File: src/hw/rtl/rgb_window_min_max_filter_assert.svh
// ----------------------------------------------------------------------------
// Assertion macros
// Shared concurrent assertion forms for the window min/max filter RTL.
// ----------------------------------------------------------------------------
`ifndef RGB_WINDOW_MIN_MAX_FILTER_ASSERT_SVH
`define RGB_WINDOW_MIN_MAX_FILTER_ASSERT_SVH

// Property checked at every clock edge outside reset
`define RWMM_ASSERT(label, prop, msg) \
	label: assert property (@(posedge clk) disable iff (!arst_n) prop) else $error(msg);

// Trigger in one cycle implies consequence in the next
`define RWMM_ASSERT_NEXT(label, trig, cons, msg) \
	label: assert property (@(posedge clk) disable iff (!arst_n) (trig) |=> (cons)) else $error(msg);

`endif

File: src/hw/rtl/rwmm_pkg.sv
// ----------------------------------------------------------------------------
// rwmm_pkg
// Types, constants and codes shared by the window min/max filter modules.
// ----------------------------------------------------------------------------
package rwmm_pkg;

	localparam int unsigned MAX_WIDTH   = 1024;
	localparam int unsigned MAX_RADIUS  = 7;
	localparam int unsigned WIN_SPAN    = 2 * MAX_RADIUS + 1;
	localparam int unsigned STORE_DEPTH = MAX_WIDTH * WIN_SPAN;
	localparam int unsigned ADDR_W      = $clog2(STORE_DEPTH);
	localparam int unsigned COL_W       = $clog2(MAX_WIDTH);
	localparam int unsigned WIDTH_W     = COL_W + 1;
	localparam int unsigned ROW_W       = 16;
	localparam int unsigned RAD_W       = $clog2(MAX_RADIUS + 1);
	localparam int unsigned OFS_W       = $clog2(WIN_SPAN);
	localparam int unsigned IDX_W       = ROW_W + COL_W;
	localparam int unsigned PIX_W       = 24;

	// opcodes
	localparam logic OP_PUSH  = 1'b0;
	localparam logic OP_DRAIN = 1'b1;

	// filter modes
	localparam logic MODE_MIN = 1'b0;
	localparam logic MODE_MAX = 1'b1;

	// register indexes
	localparam logic [1:0] REG_MODE   = 2'd0;
	localparam logic [1:0] REG_WSIZE  = 2'd1;
	localparam logic [1:0] REG_WIDTH  = 2'd2;
	localparam logic [1:0] REG_HEIGHT = 2'd3;

	typedef struct packed {
		logic       opcode;
		logic [7:0] chan_a;
		logic [7:0] chan_b;
		logic [7:0] chan_c;
	} in_beat_t;

	typedef struct packed {
		logic [7:0] res_a;
		logic [7:0] res_b;
		logic [7:0] res_c;
		logic       frame_last;
	} out_beat_t;

	// store access request into the address unit
	typedef struct packed {
		logic             valid;
		logic             wr;
		logic [ROW_W-1:0] row;
		logic [COL_W-1:0] col;
	} addr_req_t;

	// resolved store address out of the address unit
	typedef struct packed {
		logic              valid;
		logic              wr;
		logic              busy;
		logic [ADDR_W-1:0] addr;
	} addr_rsp_t;

	typedef enum logic [2:0] {
		ST_IDLE,
		ST_WRITE,
		ST_CHECK,
		ST_SCAN,
		ST_DRAIN,
		ST_EMIT
	} state_t;

endpackage

File: src/hw/rtl/rwmm_lane.sv
// ----------------------------------------------------------------------------
// rwmm_lane
// One color channel lane: running minimum or maximum over the window.
// ----------------------------------------------------------------------------
module rwmm_lane (
	input  logic       clk,
	input  logic       init,
	input  logic       en,
	input  logic       mode,
	input  logic [7:0] din,
	output logic [7:0] acc
);

	logic [7:0] acc_q;
	logic       take;

	assign take = (mode == rwmm_pkg::MODE_MAX) ? (din > acc_q) : (din < acc_q);

	// init loads the identity of the selected operation
	always_ff @(posedge clk) begin
		if (init) begin
			acc_q <= (mode == rwmm_pkg::MODE_MAX) ? 8'd0 : 8'd255;
		end else if (en && take) begin
			acc_q <= din;
		end
	end

	assign acc = acc_q;

endmodule

File: config.mk
export PLATFORM = sky130hd
export DESIGN_NAME = rwmm_lane
export DESIGN_NICKNAME = d
export VERILOG_FILES = /design/src/hw/rtl/rgb_window_min_max_filter_assert.svh /design/src/hw/rtl/rwmm_pkg.sv /design/src/hw/rtl/rwmm_lane.sv
export SDC_FILE = /design/constraint.sdc
export NUM_CORES = 1
export LEC_CHECK = 0
export CORE_AREA = 10 10 47 49
export DETAILED_ROUTE_END_ITERATION = 6
export DIE_AREA = 0 0 57 59
export DONT_BUFFER_PORTS = 1
export SLEW_MARGIN = 40
export SYNTH_ARGS = -nofsm -noshare
export SYNTH_HDL_FRONTEND = slang
export SYNTH_SLANG_ARGS = --single-unit
export TNS_END_PERCENT = 100
File: constraint.sdc
create_clock -name clk -period 2.7 [get_ports clk]
set_clock_uncertainty 0.1 [all_clocks]
set_input_delay 0.54 -clock clk [delete_from_list [all_inputs] [get_ports clk]]
set_output_delay 0.54 -clock clk [all_outputs]
set_load 0.01 [all_outputs]
==> results of run 1 <==
[power by group through the flow]
stage	clock network, mW	logic (mW)	registers [mW]
3_3_place_gp	0	0.0523	0.174
6_report	0.0873	0.0531	0.170
2_1_floorplan	0	0.0450	0.169
5_1_grt	0.0986	0.0636	0.173
3_5_place_dp	0	0.0535	0.174
4_1_cts	0.0900	0.0542	0.172
[worst paths after layout]
check / from / end / slack, ns / cells after the start
max: acc[5] / acc[7] / 0.50 / 7
min: init / acc[5] / 0.41 / 1
max reg2reg: acc[5] / acc[7] / 0.50 / 7
min reg2reg: acc[7] / acc[4] / 1.25 / 5
[Yosys cell counts (all sizes together)]
cell type / n
nand2: 1
o211ai: 1
a211oi: 1
nand4: 2
nor2b: 1
a21oi: 3
a211o: 1
ha: 8
a21o: 1
clkbuf: 1
inv: 15
nand2b: 1
nor2: 1
and4b: 1
o21ai: 9
edfxtp: 8
[per-stage QoR]
stage,setup slack (ns),cell area (um^2),std cells,hold WS [ns]
6_report,0.5040,573.1,73,0.4089
5_1_grt,0.3066,573.1,73,0.4016
4_1_cts,0.4766,573.1,73,0.4115
3_5_place_dp,0.4208,550.5,70,0.6757
3_3_place_gp,0.4971,550.5,70,0.6633
2_1_floorplan,0.6020,534.3,55,0.6812
[cell usage in the layout, fill, tap and decap left out]
master    count
and4b_1       1
edfxtp_1      8
ha_1          8
inv_1        15
nand4_1       2
nand2_1       1
a211oi_1      1
a21oi_1       3
a211o_1       1
nand2b_1      1
o21ai_0       9
nor2_1        1
clkbuf_4      3
o211ai_1      1
nor2b_1       1
a21o_1        1
[layer usage]
metal	track usage	vias up
li1	-	196
met1	0.05516	157
met3	0.07296	0
met2	0.1023	14
met5	0	-
met4	0	0
[final cells by class]
type	instances	share of cell area
inverter	15	0.09825
multi-input combinational	31	0.4083
tap	16	0.03493
sequential	8	0.4192
clock buffer	3	0.03930
[critical path, stage by stage (launching register included)]
cell,delay (ns)
edfxtp_1,0.44
inv_1,0.09
ha_1,0.23
a21oi_1,0.13
nor2_1,0.06
a211oi_1,0.28
and4b_1,0.24
a211o_1,0.29
[cells by family after synthesis]
family	share of synthesized area
simple gates	0.07962
buf+inv	0.1124
flops	0.4496
fa+ha+maj	0.1874
compound gates	0.1710
==> summary.md, run 1 <==
| Metric | Value |
|---|---|
| Number of H-tree levels | 1 |
| Layout Utilization | 0.4089 |
| CTS tree | done |
| Count of cells resized by post-cts repair | 0 |
| Largest net degree at the start of global routing | 11 |
| Yosys top cell area share | 0.4496 |
| Post-synth net total | 75 |
| CTS root buffer | clkbuf_4 |
| Met3 wire length | 211 um |
| Sequential share of power | 0.548 |
| Yosys cell types | 16 |
| Dpl hpwl | 920.5 um |
| Crit path DAT | 2.02 ns |
| Setup Viol. Count Final | 0 |
| Switching Fraction | 0.2640 |
| Port bufs | 0 |
| Final Hold Fails | 0 |
| Post-Route WL | 1074 um |
| Worst Max-Slew Pin Slew | 0.3095 ns |
| DR pass1 iterations | 3 |
| Post-Syn Area | 534.3 um^2 |
| Gr ovfl total | 0 |
| Vias in the first global route | 409 |
| Mapped Cells | 55 |
| Synth Register Bits | 8 |
| Largest register FFs | 8 |
| Met2 routed WL | 472 um |
| Ports | 20 |
| First-pass GRT wire length | 1718 um |
| Clock power share | 0.281 |
| # DRC | 0 |
| Critical path capture point type | register |
| Multi-input gate area | 234.0 um^2 |
| Starting DRT DRC Count | 8 |
| Core area | 1401 um^2 |
| Power per cell area | 542.2 nW/um^2 |
| Worst setup SP type | register |
| LEAKAGE | 0.2756 nW |
| Worst-skew pair later-pin latency | 0.25 ns |
| Sw power | 0.08202 mW |
| Die ar. | 3363 um^2 |
| Die Y | 59 um |
| Yosys top cell by area | edfxtp_1 |
| Max clock buf depth | 2 |
| # fillers | 147 |
| Combinational power share | 0.171 |
| Worst hold path class | primary input to register |
| Max Used Layer | met3 |
| Slew HR | 0.7937 |
| Routability cong. | 0.6843 |
| Sink Count | 8 |
| VDD IR max | 0.0004065 V |
| Yosys warns | 0 |
| DR vias/cell | 5.027 |
| Avg Cell Area, Syn | 9.714 um^2 |
| Number of hold buffers added after CTS | 0 |
| Pint | 0.2287 mW |
| Sequential share of the synthesized area | 0.4496 |
| Clock transition at the registers of the reported paths | 0.05 ns |
| Initial Utilization | 0.3812 |
| Gr usage total | 0.06331 |
| Final Slew Violations | 0 |
| Register area | 240.2 um^2 |
| Critical path class | register to register |
| RSZ-0062 raised after global routing | false |
| Setup tns final | 0 ns |
| DR WL/cell | 14.71 um |
| Status | finished clean |
| Fin nets | 79 |
| Final Total Pwr | 0.3107 mW |
| Initial antenna violation count | 0 |
| Required time worst endpoint | 2.52 ns |
| Number of buffers created by CTS | 3 |
| Max-cap viol count | 0 |
| Met1 WL | 390 um |
| Vias post-DR | 367 |
| Fmax | 455.4 MHz |
| Die X | 57 um |
| Peak fanout along the critical path | 8 |
| Row count | 14 |
| Syn-to-layout area delta | 7.260% |
| Crit share post-route | 0.8133 |
| Fin crit period | 2.196 ns |
| ANT cells | 0 |
| Layout cells sized above 1 | 0.05263 |
| Post-route ant nets | 0 |
| Area contributors post-synth | edfxtp_1, ha_1, inv_1, o21ai_0, a21oi_1 |
| Post-CTS setup buffer count | 0 |
Power figures use the tool's default switching activity.
==> run 2, diff against run 1 <==
clock period = 2 ns   (was 2.7 ns; I/O delays follow)
==> run 2 against run 1 <==
  * Global-route usage up 1.6 points
  * Cell area up 24%
  * Routed wire length up 16%
  * First-iteration DRC count down 13%
  * Non-clock buffer count up 12
  * Hold slack worse by 0.13 ns
  * Cell count up 16%
==> summary.md, run 2 (synthesized netlist as in run 1, its figures left out) <==
| Metric | Value |
|---|---|
| Gr ovfl total | 0 (unchanged) |
| Post-Route WL | 1250 um (+16%) |
| VDD IR max | 0.0005521 V (+36%) |
| Gr usage total | 0.07916 (+0.01585) |
| CP top delay family | compound AO/OA/AOI/OAI gates |
| Slew HR | 0.8447 (+0.05099) |
| Worst hold path class | primary input to register |
| Port bufs | 0 (unchanged) |
| CTS tree | done |
| Vias post-DR | 441 (+20%) |
| Fmax | 510.8 MHz (+12%) |
| Crit path largest cell delay | 0.36 ns (-0.08 ns) |
| Syn-to-layout area delta | 33.49% |
| RSZ-0062 raised after global routing | true |
| Routability cong. | 0.7289 (+6.5%) |
| DR vias/cell | 5.188 (+3.2%) |
| Die X | 57 um (unchanged) |
| Sink Count | 8 (unchanged) |
| DR WL/cell | 14.71 um (about the same) |
| Row count | 14 (unchanged) |
| Critical path capture point type | register |
| Combinational power share | 0.295 (+0.124) |
| Max clock buf depth | 2 (unchanged) |
| Setup Viol. Count Final | 0 (unchanged) |
| Number of buffers created by CTS | 3 (unchanged) |
| Status | finished clean |
| Peak fanout along the critical path | 8 (unchanged) |
| Core area | 1401 um^2 (unchanged) |
| Dpl hpwl | 972.2 um (+5.6%) |
| Largest register FFs | 8 (unchanged) |
| Slack of the critical path | 0.04247 ns (-0.4615 ns) |
| Worst-skew pair later-pin latency | 0.25 ns (about the same) |
| Final Slew Violations | 0 (unchanged) |
| Max-cap viol count | 0 (unchanged) |
| Commonest non-fill, non-tap cell in the layout | inv_1 |
| CP max stage cell | edfxtp_1 |
| Critical path class | register to register |
| Switching Fraction | 0.2628 (-0.001174) |
| Die Y | 59 um (unchanged) |
| DR pass1 iterations | 4 (+1) |
| Fin nets | 91 (+15%) |
| Layout cells sized above 1 | 0.3188 (+0.2662) |
| # DRC | 0 (unchanged) |
| Dpl ws | -0.1042 ns (-0.5251 ns) |
| Final Hold Fails | 0 (unchanged) |
| Pint | 0.3515 mW (+54%) |
| Final Total Pwr | 0.4768 mW (+53%) |
| CTS root buffer | clkbuf_4 |
| Worst Max-Slew Pin Slew | 0.2306 ns (-0.07892 ns) |
| Post-route ant nets | 0 (unchanged) |
| Fin crit period | 1.958 ns (-0.2385 ns) |
| Clock transition at the registers of the reported paths | 0.05 ns (about the same) |
| First-pass GRT wire length | 2104 um (+22%) |
| Most frequent cells in the layout | inv_1, buf_4, o21ai_0 |
| Die ar. | 3363 um^2 (unchanged) |
| Power per cell area | 668.6 nW/um^2 (+23%) |
| Number of H-tree levels | 1 (unchanged) |
| ANT cells | 0 (unchanged) |
| Vias in the first global route | 518 (+27%) |
| Ports | 20 (unchanged) |
| Sequential share of power | 0.458 (-0.090) |
| Sw power | 0.1253 mW (+53%) |
| LEAKAGE | 0.3400 nW (+23%) |
| Crit path DAT | 1.85 ns (-0.17 ns) |
| Largest net degree at the start of global routing | 11 (unchanged) |
| Clock power share | 0.247 (-0.034) |
| Buf+Inv Stages, Crit Path | 1 (unchanged) |
| Crit-path cells | inv_2 -> ha_4 -> nor2b_4 -> o211ai_1 -> a21o_1 -> and4b_1 -> a211o_4 |
| Required time worst endpoint | 1.90 ns (-0.62 ns) |
| Flop2flop setup slack | 0.04 ns (-0.46 ns) |
| Worst setup SP type | register |
| Crit share post-route | 0.9788 (+0.1654) |
| Initial antenna violation count | 0 (unchanged) |
| Starting DRT DRC Count | 7 (-1) |
| Initial Utilization | 0.3812 (unchanged) |
run 2: cell types whose count changed in the layout (fill, tap and decap cells not counted), sizes merged:
cell	delta
buf	+12
run 2: metrics by stage:
| stage | hold WS, ns | cell area, um^2 | std cells | util | setup TNS, ns |
|---|---|---|---|---|---|
| 6_report | 0.2770 | 713.2 | 85 | 0.5089 | 0 |
| 5_1_grt | 0.2698 | 713.2 | 85 | 0.5089 | -0.3383 |
| 4_1_cts | 0.2743 | 669.4 | 84 | 0.4777 | 0 |
| 3_5_place_dp | 0.5372 | 633.1 | 81 | 0.4518 | -0.8333 |
| 3_3_place_gp | 0.5243 | 633.1 | 81 | 0.4518 | -0.4596 |
| 2_1_floorplan | 0.5412 | 534.3 | 55 | - | 0 |
run 2: layout make-up:
| cell class | instances | area [um^2] |
|---|---|---|
| fillers | 134 | 688.2 |
| multi-input cells | 31 | 284.0 |
| flip-flops and latches | 8 | 240.2 |
| repair buffers | 12 | 90.09 |
| inverters | 15 | 56.30 |
| clock buffers | 3 | 22.52 |
| well taps | 16 | 20.02 |
run 2: worst paths after layout:
check | startpoint | to | cells after the start
worst max register to register | acc[1] | acc[6] | 7
worst min-delay path | init | acc[5] | 1
worst min register to register | acc[7] | acc[3] | 5
worst max-delay path | acc[1] | acc[6] | 7
run 2: repair_timing:
item / in CTS / in global routing
setup endpoints to repair: 8 / 8
pin swaps: 2 / 4
buffers inserted: 0 / 1
resized for setup: 3 / 5
hold buffers: 0 / 0
run 2: routing by layer:
layer | wire length [um] | share of wire | vias to the layer above | track usage
li1 | - | - | 221 | -
met1 | 421 | 0.34 | 203 | 0.06530
met2 | 641 | 0.51 | 17 | 0.1364
met3 | 187 | 0.15 | 0 | 0.06867
met4 | 0 | 0 | 0 | 0.02685
met5 | 0 | 0 | - | 0
run 2: power by group through the flow:
stage          clock network [mW]  logic, mW  registers, mW
6_report                    0.118      0.141          0.218
5_1_grt                     0.132      0.160          0.221
4_1_cts                     0.121      0.123          0.219
3_5_place_dp                    0      0.116          0.222
3_3_place_gp                    0      0.115          0.221
2_1_floorplan                   0     0.0608          0.228
==> run 3, diff against run 2 <==
SETUP_SLACK_MARGIN = 0.4   (was not set)
==> run 3 against run 2 <==
  * Register-to-register slack is essentially flat
  * Critical path depth is the same
  * Cell area shrank 5.4%
  * Largest cell class unchanged
==> summary.md, run 3 (synthesized netlist as in run 1, its figures left out) <==
| Metric | Value |
|---|---|
| Die Y | 59 um (unchanged) |
| Power per cell area | 694.7 nW/um^2 (+3.9%) |
| Gr ovfl total | 0 (unchanged) |
| Fin nets | 89 (-2.2%) |
| Vias post-DR | 410 (-7.0%) |
| Starting DRT DRC Count | 4 (-3) |
| Final Hold Fails | 0 (unchanged) |
| DR pass1 iterations | 4 (unchanged) |
| Post-route ant nets | 0 (unchanged) |
| LEAKAGE | 0.3246 nW (-4.5%) |
| Final Slew Violations | 0 (unchanged) |
| Commonest non-fill, non-tap cell in the layout | inv_1 |
| Setup Viol. Count Final | 0 (unchanged) |
| Max-cap viol count | 0 (unchanged) |
| CTS tree | done |
| Max clock buf depth | 2 (unchanged) |
| # DRC | 0 (unchanged) |
| CP max stage cell | edfxtp_1 |
| CP top delay family | compound AO/OA/AOI/OAI gates |
| Die ar. | 3363 um^2 (unchanged) |
| Placed cells | 78 (-3.7%) |
| Port bufs | 0 (unchanged) |
| Buf+Inv Stages, Crit Path | 1 (unchanged) |
| Vias in the first global route | 434 (-16%) |
| Post-Route WL | 1210 um (-3.2%) |
| Initial Utilization | 0.3812 (unchanged) |
| Worst hold path class | primary input to register |
| Number of H-tree levels | 1 (unchanged) |
| Gr usage total | 0.07482 (-0.004350) |
| Ports | 20 (unchanged) |
| First-pass GRT wire length | 1918 um (-8.8%) |
| Sink Count | 8 (unchanged) |
| Slew HR | 0.8363 (-0.008366) |
| Worst Max-Slew Pin Slew | 0.2456 ns (+0.01499 ns) |
| Clock transition at the registers of the reported paths | 0.06 ns (about the same) |
| Final std cells w/o fill | 83 (-2.4%) |
| Grt met2 use | 0.1209 (-0.01550) |
| Status | finished clean |
| Final hold slack | 0.2601 ns (-0.01686 ns) |
| Critical path class | register to register |
| Post-DP Area | 619.3 um^2 (-2.2%) |
| Dpl ws | -0.004435 ns (+0.09980 ns) |
| Crit path largest cell delay | 0.37 ns (about the same) |
| Core area | 1401 um^2 (unchanged) |
| Post-route cell area | 674.4 um^2 (-5.4%) |
| Die X | 57 um (unchanged) |
| Peak fanout along the critical path | 8 (unchanged) |
| ANT cells | 0 (unchanged) |
| DR WL/cell | 14.58 um (-0.87%) |
| Crit-path cells | inv_2 -> ha_4 -> nor2b_1 -> o211ai_1 -> a21o_1 -> and4b_1 -> a211o_4 |
| Required time worst endpoint | 1.90 ns (about the same) |
| Number of hold buffers added after CTS | 0 (unchanged) |
| Fmax | 512.5 MHz (+0.33%) |
| Initial antenna violation count | 0 (unchanged) |
| Most frequent cells in the layout | inv_1, buf_4, o21ai_0 |
| Layout Utilization | 0.4813 (-0.02768) |
| Number of buffers created by CTS | 3 (unchanged) |
| Layout cells sized above 1 | 0.2537 (-0.06511) |
| Worst-skew pair later-pin latency | 0.25 ns (about the same) |
| Routability cong. | 0.7746 (+6.3%) |
| Critical path capture point type | register |
| Busiest grt layer | met2 |
| VDD IR max | 0.0003318 V (-40%) |
| RSZ-0062 raised after global routing | true |
| Met1 Use GR | 0.06892 (+0.003628) |
| # fillers | 150 (+12%) |
| Dpl hpwl | 983 um (+1.1%) |
| Largest register FFs | 8 (unchanged) |
| Syn-to-layout area delta | 26.23% |
| Worst setup SP type | register |
| Slack of the critical path | 0.04896 ns (+0.006488 ns) |
| Crit path DAT | 1.85 ns (about the same) |
| Crit share post-route | 0.9755 (-0.003244) |
| Largest net degree at the start of global routing | 11 (unchanged) |
| CTS root buffer | clkbuf_4 |
| DR vias/cell | 4.940 (-4.8%) |
| Routing usage on met3 | 0.04721 (-0.02146) |
| Row count | 14 (unchanged) |
| Fin crit period | 1.951 ns (-0.006488 ns) |
==> run 3: worst paths after layout <==
kind	startpoint	endpoint	slack [ns]	depth (start not counted)
worst max register to register	acc[1]	acc[3]	0.05	7
worst min-delay path	init	acc[5]	0.26	1
worst min register to register	acc[7]	acc[6]	1.09	5
worst max-delay path	acc[1]	acc[3]	0.05	7
==> run 3: timing repair <==
item | CTS | global route
buffers inserted | 2 | 0
gates cloned | 0 | 0
setup endpoints to repair | 8 | 8
pin swaps | 0 | 3
gates resized for setup | 1 | 2
==> run 3: area by class of cell <==
cell class / count / area [um^2] / area share
sequential: 8 / 240.2 / 0.3562
multi-input combinational: 31 / 260.3 / 0.3859
timing repair buffer: 10 / 75.07 / 0.1113
tap: 16 / 20.02 / 0.02968
clock buffer: 3 / 22.52 / 0.03340
inverter: 15 / 56.30 / 0.08349
==> run 3: layer usage <==
layer / part of all wire / wire (um) / up-vias
met4: 0.015 / 18 / 0
li1: - / - / 217
met1: 0.40 / 483 / 177
met5: 0 / 0 / -
met2: 0.48 / 575 / 12
met3: 0.11 / 132 / 4
==> run 3: power breakdown <==
group	internal (mW)	switching, mW
Sequential	0.208	0.00937
Clock	0.0688	0.0572
Combinational	0.0636	0.0614
Total	0.340	0.128
==> run 3: through the flow <==
stage                     power (mW)  setup TNS (ns)
after global placement        0.3303               0
after detailed placement      0.3327        -0.03465
final                         0.4685               0
after CTS                     0.4680               0
after global routing          0.4987         -0.1887
after floorplan               0.2924               0
