File: src/hw/rtl/rgb_window_min_max_filter_assert.svh
// ----------------------------------------------------------------------------
// Assertion macros
// Shared concurrent assertion forms for the window min/max filter RTL.
// ----------------------------------------------------------------------------
`ifndef RGB_WINDOW_MIN_MAX_FILTER_ASSERT_SVH
`define RGB_WINDOW_MIN_MAX_FILTER_ASSERT_SVH

// Property checked at every clock edge outside reset
`define RWMM_ASSERT(label, prop, msg) \
	label: assert property (@(posedge clk) disable iff (!arst_n) prop) else $error(msg);

// Trigger in one cycle implies consequence in the next
`define RWMM_ASSERT_NEXT(label, trig, cons, msg) \
	label: assert property (@(posedge clk) disable iff (!arst_n) (trig) |=> (cons)) else $error(msg);

`endif

File: src/hw/rtl/rwmm_pkg.sv
// ----------------------------------------------------------------------------
// rwmm_pkg
// Types, constants and codes shared by the window min/max filter modules.
// ----------------------------------------------------------------------------
package rwmm_pkg;

	localparam int unsigned MAX_WIDTH   = 1024;
	localparam int unsigned MAX_RADIUS  = 7;
	localparam int unsigned WIN_SPAN    = 2 * MAX_RADIUS + 1;
	localparam int unsigned STORE_DEPTH = MAX_WIDTH * WIN_SPAN;
	localparam int unsigned ADDR_W      = $clog2(STORE_DEPTH);
	localparam int unsigned COL_W       = $clog2(MAX_WIDTH);
	localparam int unsigned WIDTH_W     = COL_W + 1;
	localparam int unsigned ROW_W       = 16;
	localparam int unsigned RAD_W       = $clog2(MAX_RADIUS + 1);
	localparam int unsigned OFS_W       = $clog2(WIN_SPAN);
	localparam int unsigned IDX_W       = ROW_W + COL_W;
	localparam int unsigned PIX_W       = 24;

	// opcodes
	localparam logic OP_PUSH  = 1'b0;
	localparam logic OP_DRAIN = 1'b1;

	// filter modes
	localparam logic MODE_MIN = 1'b0;
	localparam logic MODE_MAX = 1'b1;

	// register indexes
	localparam logic [1:0] REG_MODE   = 2'd0;
	localparam logic [1:0] REG_WSIZE  = 2'd1;
	localparam logic [1:0] REG_WIDTH  = 2'd2;
	localparam logic [1:0] REG_HEIGHT = 2'd3;

	typedef struct packed {
		logic       opcode;
		logic [7:0] chan_a;
		logic [7:0] chan_b;
		logic [7:0] chan_c;
	} in_beat_t;

	typedef struct packed {
		logic [7:0] res_a;
		logic [7:0] res_b;
		logic [7:0] res_c;
		logic       frame_last;
	} out_beat_t;

	// store access request into the address unit
	typedef struct packed {
		logic             valid;
		logic             wr;
		logic [ROW_W-1:0] row;
		logic [COL_W-1:0] col;
	} addr_req_t;

	// resolved store address out of the address unit
	typedef struct packed {
		logic              valid;
		logic              wr;
		logic              busy;
		logic [ADDR_W-1:0] addr;
	} addr_rsp_t;

	typedef enum logic [2:0] {
		ST_IDLE,
		ST_WRITE,
		ST_CHECK,
		ST_SCAN,
		ST_DRAIN,
		ST_EMIT
	} state_t;

endpackage

File: src/hw/rtl/rwmm_addr.sv
// ----------------------------------------------------------------------------
// rwmm_addr
// Two-stage address unit: raster index row*width+col, then modulo store depth.
// ----------------------------------------------------------------------------
module rwmm_addr (
	input  logic                             clk,
	input  logic                             arst_n,
	input  rwmm_pkg::addr_req_t              req,
	input  logic [rwmm_pkg::WIDTH_W-1:0]     width,
	output rwmm_pkg::addr_rsp_t              rsp
);

	localparam int unsigned PROD_W = rwmm_pkg::ROW_W + rwmm_pkg::WIDTH_W;
	localparam int unsigned HI_W   = rwmm_pkg::IDX_W - rwmm_pkg::COL_W;

	logic                          valid_s2, wr_s2;
	logic [rwmm_pkg::IDX_W-1:0]    idx_s2;
	logic                          valid_s3, wr_s3;
	logic [rwmm_pkg::ADDR_W-1:0]   addr_s3;
	logic [PROD_W-1:0]             prod;
	logic [HI_W-1:0]               hi;
	logic [5:0]                    fold1;
	logic [4:0]                    fold2;
	logic [3:0]                    rowmod;

	// raster index
	assign prod = PROD_W'(req.row) * PROD_W'(width) + PROD_W'(req.col);

	// depth is 15 blocks of 1024: low bits pass, the block number is taken
	// mod 15 by folding hex digits (16 = 1 mod 15)
	assign hi     = idx_s2[rwmm_pkg::IDX_W-1:rwmm_pkg::COL_W];
	assign fold1  = 6'(hi[3:0]) + 6'(hi[7:4]) + 6'(hi[11:8]) + 6'(hi[15:12]);
	assign fold2  = 5'(fold1[5:4]) + 5'(fold1[3:0]);
	assign rowmod = (fold2 >= 5'd15) ? 4'(fold2 - 5'd15) : fold2[3:0];

	always_ff @(posedge clk or negedge arst_n) begin
		if (!arst_n) begin
			valid_s2 <= 1'b0;
			valid_s3 <= 1'b0;
		end else begin
			valid_s2 <= req.valid;
			valid_s3 <= valid_s2;
		end
	end

	always_ff @(posedge clk) begin
		wr_s2   <= req.wr;
		idx_s2  <= prod[rwmm_pkg::IDX_W-1:0];
		wr_s3   <= wr_s2;
		addr_s3 <= {rowmod, idx_s2[rwmm_pkg::COL_W-1:0]};
	end

	assign rsp.valid = valid_s3;
	assign rsp.wr    = wr_s3;
	assign rsp.busy  = valid_s2 | valid_s3;
	assign rsp.addr  = addr_s3;

endmodule

File: config.mk
export PLATFORM = sky130hd
export DESIGN_NAME = rwmm_addr
export DESIGN_NICKNAME = d
export VERILOG_FILES = /design/src/hw/rtl/rgb_window_min_max_filter_assert.svh /design/src/hw/rtl/rwmm_pkg.sv /design/src/hw/rtl/rwmm_addr.sv
export SDC_FILE = /design/constraint.sdc
export NUM_CORES = 1
export LEC_CHECK = 0
export BUFFER_PORTS_ARGS = -buffer_cell sky130_fd_sc_hd__buf_2
export CAP_MARGIN = 25
export CORE_ASPECT_RATIO = 0.5
export CORE_MARGIN = 8
export CORE_UTILIZATION = 27
export DETAILED_ROUTE_END_ITERATION = 12
export PLACE_DENSITY = 0.43
export SKIP_CTS_REPAIR_TIMING = 1
export SYNTH_ARGS = -nofsm -noshare
export SYNTH_HDL_FRONTEND = slang
export SYNTH_SLANG_ARGS = --single-unit
export TNS_END_PERCENT = 1
File: constraint.sdc
create_clock -name clk -period 11.5 [get_ports clk]
set_input_delay 2.3 -clock clk [delete_from_list [all_inputs] [get_ports clk]]
set_output_delay 2.3 -clock clk [all_outputs]
set_load 0.005 [all_outputs]
==> results of run 1 <==
worst max-delay path, cell delays in order:
cell and delay, ps:
buf_2 290, nand2_1 130, fa_1 540, inv_1 50
fa_1 550, fa_1 450, fa_1 550, inv_1 50
fa_1 520, inv_1 40, ha_1 360, a21oi_1 220
o221ai_1 270, a31oi_1 230, o211ai_1 210, a2111oi_0 420
nand3b_1 160
worst min path at each step:
stage / startpoint / depth (start not counted) / to / slack [ps]
6_report: idx_s2[3] / 0 / addr_s3[3] / 330
5_1_grt: wr_s2 / 0 / wr_s3 / 340
4_1_cts: idx_s2[0] / 0 / addr_s3[0] / 330
3_5_place_dp: idx_s2[0] / 0 / addr_s3[0] / 310
3_3_place_gp: wr_s2 / 0 / wr_s3 / 310
2_1_floorplan: idx_s2[0] / 0 / addr_s3[0] / 310
cells by family after synthesis:
group,count (synthesis),share of synthesized area [%]
buffers and inverters,229,11.8
and+or+nand+nor,229,14.6
muxes,1,0.152
xor gates and xnor gates,29,3.42
DFF,44,12.0
adders and majority gates,219,51.4
AOI/OAI and AO/OA,68,6.64
synth_stat cells (2+ instances only):
| library cell | count |
|---|---|
| nand4_1 | 5 |
| dfxtp_1 | 42 |
| dfrtp_1 | 2 |
| inv_1 | 198 |
| a31oi_1 | 3 |
| fa_1 | 143 |
| a21oi_1 | 17 |
| ha_1 | 76 |
| o21bai_1 | 2 |
| nor2b_1 | 4 |
| and2_1 | 70 |
| a21o_1 | 10 |
| clkbuf_1 | 27 |
| xor2_1 | 9 |
| xnor2_1 | 20 |
| o21ai_1 | 3 |
| o21a_1 | 3 |
| a211oi_1 | 2 |
| o21ai_0 | 7 |
| buf_4 | 2 |
| nor2_1 | 14 |
| nand3_1 | 4 |
| o221ai_1 | 2 |
| o41ai_2 | 2 |
| nand2_1 | 124 |
| and3_1 | 4 |
| a21oi_2 | 5 |
area by class of cell:
class                           instances  area [µm²]
Clock inverter                          3        23.8
Tap cell                              360         450
Multi-Input combinational cell        546        5660
Fill cell                            2925       19200
Clock buffer                            5         125
Timing Repair Buffer                   57         285
Inverter                              199         747
Sequential cell                        44         891
sequential cells by signal, summed over array words and instances, names as in the netlist:
register and flops:
wr_s2 1, valid_s2 1, valid_s3 1, wr_s3 1, idx_s2 26, addr_s3 14
metrics by stage:
stage | util [%] | std cells
floorplan | - | 819
finish | 29.9 | 1214
detailed placement | 29.3 | 1206
global route | 29.9 | 1214
CTS | 29.9 | 1214
global placement | 29.3 | 1206
routing by layer:
metal	routed length, µm	GRT usage (%)	share of wire, %	vias up
li1	-	-	-	2504
met1	7460	13.7	45	2686
met2	8440	20.4	51	75
met3	665	1.40	4.0	8
met4	96	1.16	0.58	0
met5	0	0	0	-
==> metrics.txt, run 1 <==
initial DRC count=191; FFs w/ async S/R, synth=4.55%; layout cells sized above 1=9.25%; antenna cells=0; Max transition margin=69.5%; CP required=11,720 ps; RSZ-0062 raised after global routing=no; most common cell after layout, fill and taps aside=inv_1; total number of H-tree levels=2; crit path launch type=input port; die height=between 100 and 150 µm; TritonCTS Sinks=44; Area contributors post-synth=fa_1 39%, ha_1 13%, dfxtp_1 11%, inv_1 10%, nand2_1 6.3%; Initial Utilization=between 20% and 30%; clk_lat worst skew=approximately 280 ps; largest net degree at the start of global routing=17; Crit path arrival time=around 7400 ps; Crit. Startpoint=width[5]; final setup violation count=0; dpl ws=4060 ps; synthesized net count=around 1,100; Setup Skew=4.71 ps; r2r startpoint=idx_s2[12]; Slew Limit Fails=0; Distinct cells, synth=46; Synth Flop Type=dfxtp_1; antenna violations before repair=1; Gate Count Post-Synth=approximately 820; All-Layer GR Usage=roughly 11%; Clock Path Buffers=2; Via density=around 4.3; cell area after placement=around 0.008 mm²; port bufs=57; Crit Path Class=input port to register; Final Critical Period=7160 ps; Worst Setup End Kind=register; Core Region=around 0.027 mm²; final wirelength=16,700 µm; Fin. Hold Viols=0; Top Ports=slightly below 60; Reg2Reg Depth=14; worst hold slack=327 ps; reg2reg end=addr_s3[11]; Synth Register Bits=44; Crit Path Max Fanout=16; CTS tree=done; drt wl/cell=13.7 µm; grt total ovfl=0; top cell type's share of synthesized area=a little under 40%; synthesized area=around 0.0074 mm²; DRC=0; DR pass1 iterations=7; setup ws final=approximately 4300 ps; max frequency=roughly 0.14 GHz; cts bufs inserted=5; Root Driver=clkbuf_16; DR vias=between 5,000 and 6,000; status=complete, no violations; vias in the first global route=between 6,000 and 7,000; CTS clock-pin slew for the worst setup and hold paths=60 ps; Worst Hold Class=register to register; DIE WIDTH=approximately 250 µm; reg2reg setup slack=~7400 ps; Final Cell Area=between 0.008 and 0.009 mm²; Critical Path End=idx_s2[22]; HPWL Detailed=between 10,000 and 15,000 µm; Post-synth EDFFs=0; Mean Syn Cell Area=9.06 µm²; first-pass GRT wire length=between 20,000 and 30,000 µm; period utilization=62.3%; Fin Setup TNS=0 ps; Yosys warning total=0; Yosys top cell by area=fa_1; nets@finish=roughly 1,100; # Max-Cap Violations=0; # rows=43; Area growth syn-to-layout=10.2%; most frequent cells in the layout=198 x inv_1, 143 x fa_1, 124 x nand2_1; Seq/Total Area, Yosys=between 10% and 20%; routability congestion estimate=approximately 0.79; die area=0.0334 mm²; Slew @ Worst Pin=457 ps; DRT antenna net count=0
Power of run 1 is not shown: default switching activity piles up to over one toggle a cycle in this logic, so the estimate is an artifact.
==> run 2, diff against run 1 <==
clock period = 7.1 ns   (was 11.5 ns; I/O delays follow)
==> run 2 against run 1 <==
  * Register-to-register slack worse by 4400 ps
  * Critical path depth unchanged
  * Non-clock buffer count unchanged
  * Wire length up 1.2%
==> metrics.txt, run 2 (synthesis results as in run 1) <==
grt total ovfl=0 (unchanged); Worst Setup End Kind=register (unchanged); TritonCTS Sinks=44 (unchanged); Crit path arrival time=6530 ps (was 7380 ps); Fin Setup TNS=0 ps (unchanged); Initial Utilization=27.1% (unchanged); Final Critical Period=6300 ps; HPWL Detailed=14,200 µm (was 14,100 µm); hold path depth=0 (unchanged); max frequency=between 0.15 and 0.2 GHz; DR vias=5,312 (was 5,273); All-Layer GR Usage=11.0% (was 10.9%); final wirelength=16,800 µm (was 16,700 µm); total number of H-tree levels=2 (unchanged); max reg flops=26 (unchanged); final setup violation count=0 (unchanged); period utilization=between 80 and 90%; Core Region=0.0274 mm² (unchanged); Crit Path Max Fanout=16 (unchanged); Worst Hold Class=register to register (unchanged); Via density=4.38 (was 4.34); DIE WIDTH=250 µm (unchanged); vias in the first global route=6,089 (was 6,046); port bufs=57 (unchanged); Max transition margin=66.2% (was 69.5%); layout cells sized above 1=9.25% (unchanged); # Max-Cap Violations=0 (unchanged); clk_lat worst skew=290 ps (was 280 ps); Top Ports=58 (unchanged); nets@finish=1,113 (unchanged); crit path launch type=input port (unchanged); # rows=43 (unchanged); die area=0.0334 mm² (unchanged); Fin. Hold Viols=0 (unchanged); first-pass GRT wire length=30,100 µm (was 29,900 µm); Clock Path Buffers=2 (unchanged); Largest regs=idx_s2 x26, addr_s3 x14 (unchanged); drt wl/cell=13.9 µm (was 13.7 µm); CTS clock-pin slew for the worst setup and hold paths=60 ps (about the same); Slew Limit Fails=0 (unchanged); initial DRC count=216 (was 191); Reg2Reg Depth=14 (unchanged); most frequent cells in the layout=198 x inv_1, 143 x fa_1, 124 x nand2_1 (unchanged); most common cell after layout, fill and taps aside=inv_1 (unchanged); Area growth syn-to-layout=10.5% (was 10.2%); DR pass1 iterations=5 (was 7); RSZ-0062 raised after global routing=no (unchanged); Setup Skew=3.28 ps (was 4.71 ps); cell area after placement=0.00803 mm² (unchanged); status=complete, no violations (unchanged); antenna cells=0 (unchanged); DRT antenna net count=0 (unchanged); Root Driver=clkbuf_16 (unchanged); DRC=0 (unchanged); die height=133 µm (unchanged); worst hold slack=326 ps (was 327 ps); Final Cell Area=0.00820 mm² (was 0.00818 mm²); CTS tree=done (unchanged); fillcell total=2,915 (was 2,925); cts bufs inserted=5 (unchanged); Crit Path Class=input port to register (unchanged); routability congestion estimate=0.786 (unchanged); Top reg by flops=idx_s2 (unchanged); largest net degree at the start of global routing=17 (unchanged); Slew @ Worst Pin=507 ps (was 457 ps); CP required=7330 ps (was 11,720 ps); antenna violations before repair=1 (unchanged)
==> run 2: changes by cell type in the layout (fill, tap and decap cells not counted), sizes merged <==
cell	previous run	this run
bufinv	0	1
clkinvlp	2	1
==> run 2: layout make-up <==
cell class,count,area (µm²),area share [%]
sequential,44,891,10.9
inverter,199,747,9.11
clock buffer,5,125,1.53
tap,360,450,5.49
multi-input combinational,546,5660,69.0
timing repair buffer,57,285,3.48
clock inverter,3,42.5,0.519
==> run 2: per-layer routing <==
| metal | track usage (%) | routed length (µm) | part of all wire, % | vias to the layer above |
|---|---|---|---|---|
| met5 | 0 | 0 | 0 | - |
| met4 | 1.96 | 209 | 1.2 | 0 |
| met3 | 1.57 | 590 | 3.5 | 15 |
| met2 | 20.0 | 8420 | 50 | 84 |
| met1 | 13.9 | 7630 | 45 | 2708 |
| li1 | - | - | - | 2505 |
==> run 2: worst paths after layout <==
| kind | startpoint | endpoint | slack (ps) |
|---|---|---|---|
| max | width[2] | idx_s2[22] | 800 |
| min | idx_s2[3] | addr_s3[3] | 330 |
| max reg2reg | idx_s2[12] | addr_s3[11] | 2980 |
| min reg2reg | idx_s2[3] | addr_s3[3] | 330 |
| max in group asynchronous | arst_n | valid_s2 | 6100 |
| min in group asynchronous | arst_n | valid_s3 | 910 |
==> run 2: through the flow <==
stage	utilization [%]	setup slack (ps)	std cells
3_5_place_dp	29.3	564	1206
3_3_place_gp	29.3	663	1206
2_1_floorplan	-	1020	819
4_1_cts	29.9	855	1214
6_report	29.9	797	1214
5_1_grt	29.9	579	1214
==> run 2: critical path, stage by stage <==
cell       delay [ps]
buf_2             300
nand2_1           150
fa_1              520
fa_1              510
inv_1              50
fa_1              490
fa_1              550
inv_1              60
fa_1              520
inv_1              40
ha_1              360
a21oi_1           210
o221ai_1          290
a31oi_1           240
o211ai_1          210
a2111oi_0         430
nand3b_1          170
Power of run 2 is left out for the same reason.
==> run 3, diff against run 2 <==
ABC_AREA = 1   (was unset)
ABC_CLOCK_PERIOD_IN_PS = 7100   (was unset)
PLACE_DENSITY = 0.44   (was 0.43)
==> run 3 against run 2 <==
  * Wire length grew 20%
  * Global-route usage increased by 0.98 points
  * First-iteration DRC count increased by 60%
  * Highest routed layer unchanged
  * Area after synthesis rose by 9.4%
  * Register-to-register slack gained 360 ps
  * Core utilization down 0.19 points
  * Sequential share of layout area shrank 0.87 points
  * Setup slack better by 510 ps
==> metrics.txt, run 3 <==
Crit. Startpoint=width[2] (unchanged); mux contribution to synthesized area=0% (was 0.152%); most frequent cells in the layout=338 x inv_1, 331 x nand2_1, 143 x fa_1 (was 198 x inv_1, 143 x fa_1, 124 x nand2_1); Synth Register Bits=44 (unchanged); Distinct cells, synth=32 (was 46); DIE WIDTH=261 µm (was 250 µm); Seq/Total Area, Yosys=11.0% (was 12.0%); layout cells sized above 1=7.70% (was 9.25%); largest net degree at the start of global routing=18 (was 17); Post-synth EDFFs=0 (unchanged); Max transition margin=71.6% (was 66.2%); antenna cells=0 (unchanged); cts bufs inserted=5 (unchanged); Largest regs=idx_s2 x26, addr_s3 x14 (unchanged); crit path launch type=input port (unchanged); XOR/XNOR share of the synthesized area=2.05% (was 3.42%); Synth Area in Compound Gates=1.60% (was 6.64%); largest family of logic cells by synthesized area=adder cells (unchanged); Gate Count Post-Synth=1,093 (was 819); DR pass1 iterations=4 (was 5); Crit path arrival time=5970 ps (was 6530 ps); max reg flops=26 (unchanged); Root Driver=clkbuf_16 (unchanged); die height=139 µm (was 133 µm); fillcell total=3,333 (was 2,915); hold path depth=0 (unchanged); crit-path max cell delay=550 ps (about the same); Top Ports=58 (unchanged); synthesized net count=1,353 (was 1,079); Worst Hold Class=register to register (unchanged); total number of H-tree levels=2 (unchanged); status=complete, no violations (unchanged); vias in the first global route=6,558 (was 6,089); All-Layer GR Usage=12.0% (was 11.0%); nets@finish=1,376 (was 1,113); routability congestion estimate=0.888 (was 0.786); CTS clock-pin slew for the worst setup and hold paths=60 ps (about the same); Yosys warning total=0 (unchanged); DRC=0 (unchanged); Crit Path Class=input port to register (unchanged); period utilization=81.6% (was 88.8%); Worst path slowest cell=fa_1 (unchanged); port bufs=57 (unchanged); HPWL Detailed=18,100 µm (was 14,200 µm); final core occ=29.7% (was 29.9%); drt wl/cell=13.4 µm (was 13.9 µm); CTS tree=done (unchanged); Area contributors post-synth=fa_1 35%, inv_1 16%, nand2_1 15%, ha_1 12%, dfxtp_1 10% (was fa_1 39%, ha_1 13%, dfxtp_1 11%, inv_1 10%, nand2_1 6.3%); Crit Path Max Fanout=16 (unchanged); critical-path cell list=buf_2 > nand2_1 > fa_1 > inv_1 > fa_1 > inv_1 > fa_1 > inv_1 > fa_1 > inv_1 > fa_1 > inv_1 > ha_1 > nand2_1 > nor2_2 > inv_1 > nor2_1 > nand3b_1 > nand4_1 > nand2_1 (was buf_2 > nand2_1 > fa_1 > fa_1 > inv_1 > fa_1 > fa_1 > inv_1 > fa_1 > inv_1 > ha_1 > a21oi_1 > o221ai_1 > a31oi_1 > o211ai_1 > a2111oi_0 > nand3b_1); grt total ovfl=0 (unchanged); Adder-Cell Fraction of Synth Area=47.0% (was 51.4%); Yosys top cell by area=fa_1 (unchanged); max frequency=0.173 GHz (was 0.159 GHz); Worst Setup End Kind=register (unchanged); r2r startpoint=idx_s2[13] (was idx_s2[12]); FFs w/ async S/R, synth=4.55% (unchanged); reg2reg setup slack=3340 ps (was 2980 ps); most common cell after layout, fill and taps aside=inv_1 (unchanged); Slew Limit Fails=0 (unchanged); top cell type's share of synthesized area=35.3% (was 38.6%); Fin Setup TNS=0 ps (unchanged); Reg2Reg Depth=16 (was 14); Slew @ Worst Pin=426 ps (was 507 ps); Synth Flop Type=dfxtp_1 (unchanged); # rows=45 (was 43); DR vias=6,220 (was 5,312); most frequent CP cell=inv_1 (was fa_1); Synth Area in Simple Gates=20.6% (was 14.6%); synthesized area=0.00812 mm² (was 0.00742 mm²); Clock Path Buffers=2 (unchanged); most instantiated library cell after synthesis=inv_1 (unchanged); RSZ-0062 raised after global routing=no (unchanged); clk_lat worst skew=290 ps (about the same); Commonest cells post-synth=338 x inv_1, 331 x nand2_1, 143 x fa_1, 76 x ha_1, 42 x dfxtp_1 (was 198 x inv_1, 143 x fa_1, 124 x nand2_1, 76 x ha_1, 70 x and2_1); Top reg by flops=idx_s2 (unchanged); Mean Syn Cell Area=7.43 µm² (was 9.06 µm²); final wirelength=20,300 µm (was 16,800 µm); Final Critical Period=5800 ps (was 6300 ps); final setup violation count=0 (unchanged); Critical Path End=idx_s2[22] (unchanged); antenna violations before repair=0 (was 1); DRT antenna net count=0 (unchanged); Fin. Hold Viols=0 (unchanged); Area growth syn-to-layout=9.76% (was 10.5%); TritonCTS Sinks=44 (unchanged); # Max-Cap Violations=0 (unchanged); CP required=7280 ps (was 7330 ps); die area=0.0362 mm² (was 0.0334 mm²); Via density=4.10 (was 4.38); Setup Skew=5.50 ps (was 3.28 ps); reg2reg end=addr_s3[10] (was addr_s3[11]); first-pass GRT wire length=34,700 µm (was 30,100 µm); initial DRC count=345 (was 216); Initial Utilization=27.1% (about the same); Core Region=0.0300 mm² (was 0.0274 mm²)
-- run 3: changes by cell type after synthesis, sizes merged, moves of 3 or more --
cell	delta
nand3b	+4
clkbuf	+10
xnor2	-12
o21ai	-8
inv	+141
nor2b	-4
nand3	+22
a21oi	-9
nor2	+13
a21o	-9
and3	-4
and2	-68
o21a	-3
nand2	+216
-- run 3: final cells by class --
type	instances	area [µm²]	share of cell area, %
multi-input cells	668	5780	64.9
inverters	340	1280	14.3
flip-flops and latches	44	891	10.0
well taps	399	499	5.60
repair buffers	57	285	3.20
clock buffers	6	139	1.56
clock inverters	2	38.8	0.435
-- run 3: cell families after synthesis --
kind of cell / after synthesis
DFF: 44
adders and majority gates: 219
and+or+nand+nor: 409
buffers and inverters: 381
xor gates and xnor gates: 19
AOI/OAI and AO/OA: 21
-- run 3: routing by layer --
| layer | part of all wire (%) | global-route usage [%] |
|---|---|---|
| met5 | 0 | 0 |
| met4 | 0.19 | 0.557 |
| met3 | 5.8 | 2.27 |
| met2 | 37 | 17.0 |
| met1 | 57 | 19.2 |
-- run 3: through the flow --
step | cells | hold slack (ps) | setup slack, ps | area [µm²]
floorplan | 1093 | 310 | 1280 | 8120
global placement | 1508 | 314 | 953 | 8730
detailed placement | 1508 | 312 | 1040 | 8730
CTS | 1516 | 327 | 1340 | 8910
global route | 1516 | 331 | 1060 | 8910
finish | 1516 | 326 | 1300 | 8910
-- run 3: worst min path at each step --
stage               slack (ps)  startpoint          to
detailed placement         310   idx_s2[0]  addr_s3[0]
finish                     330   idx_s2[4]  addr_s3[4]
floorplan                  310   idx_s2[0]  addr_s3[0]
global route               330   idx_s2[2]  addr_s3[2]
global placement           310   idx_s2[4]  addr_s3[4]
CTS                        330       wr_s2       wr_s3
-- run 3: critical path, delay by kind of cell --
kind,cells,cell delay [ps]
buffers and inverters,7,640
adder cells (fa/ha/maj),6,2880
AND/OR/NAND/NOR,7,1020
Power of run 3 is left out for the same reason.
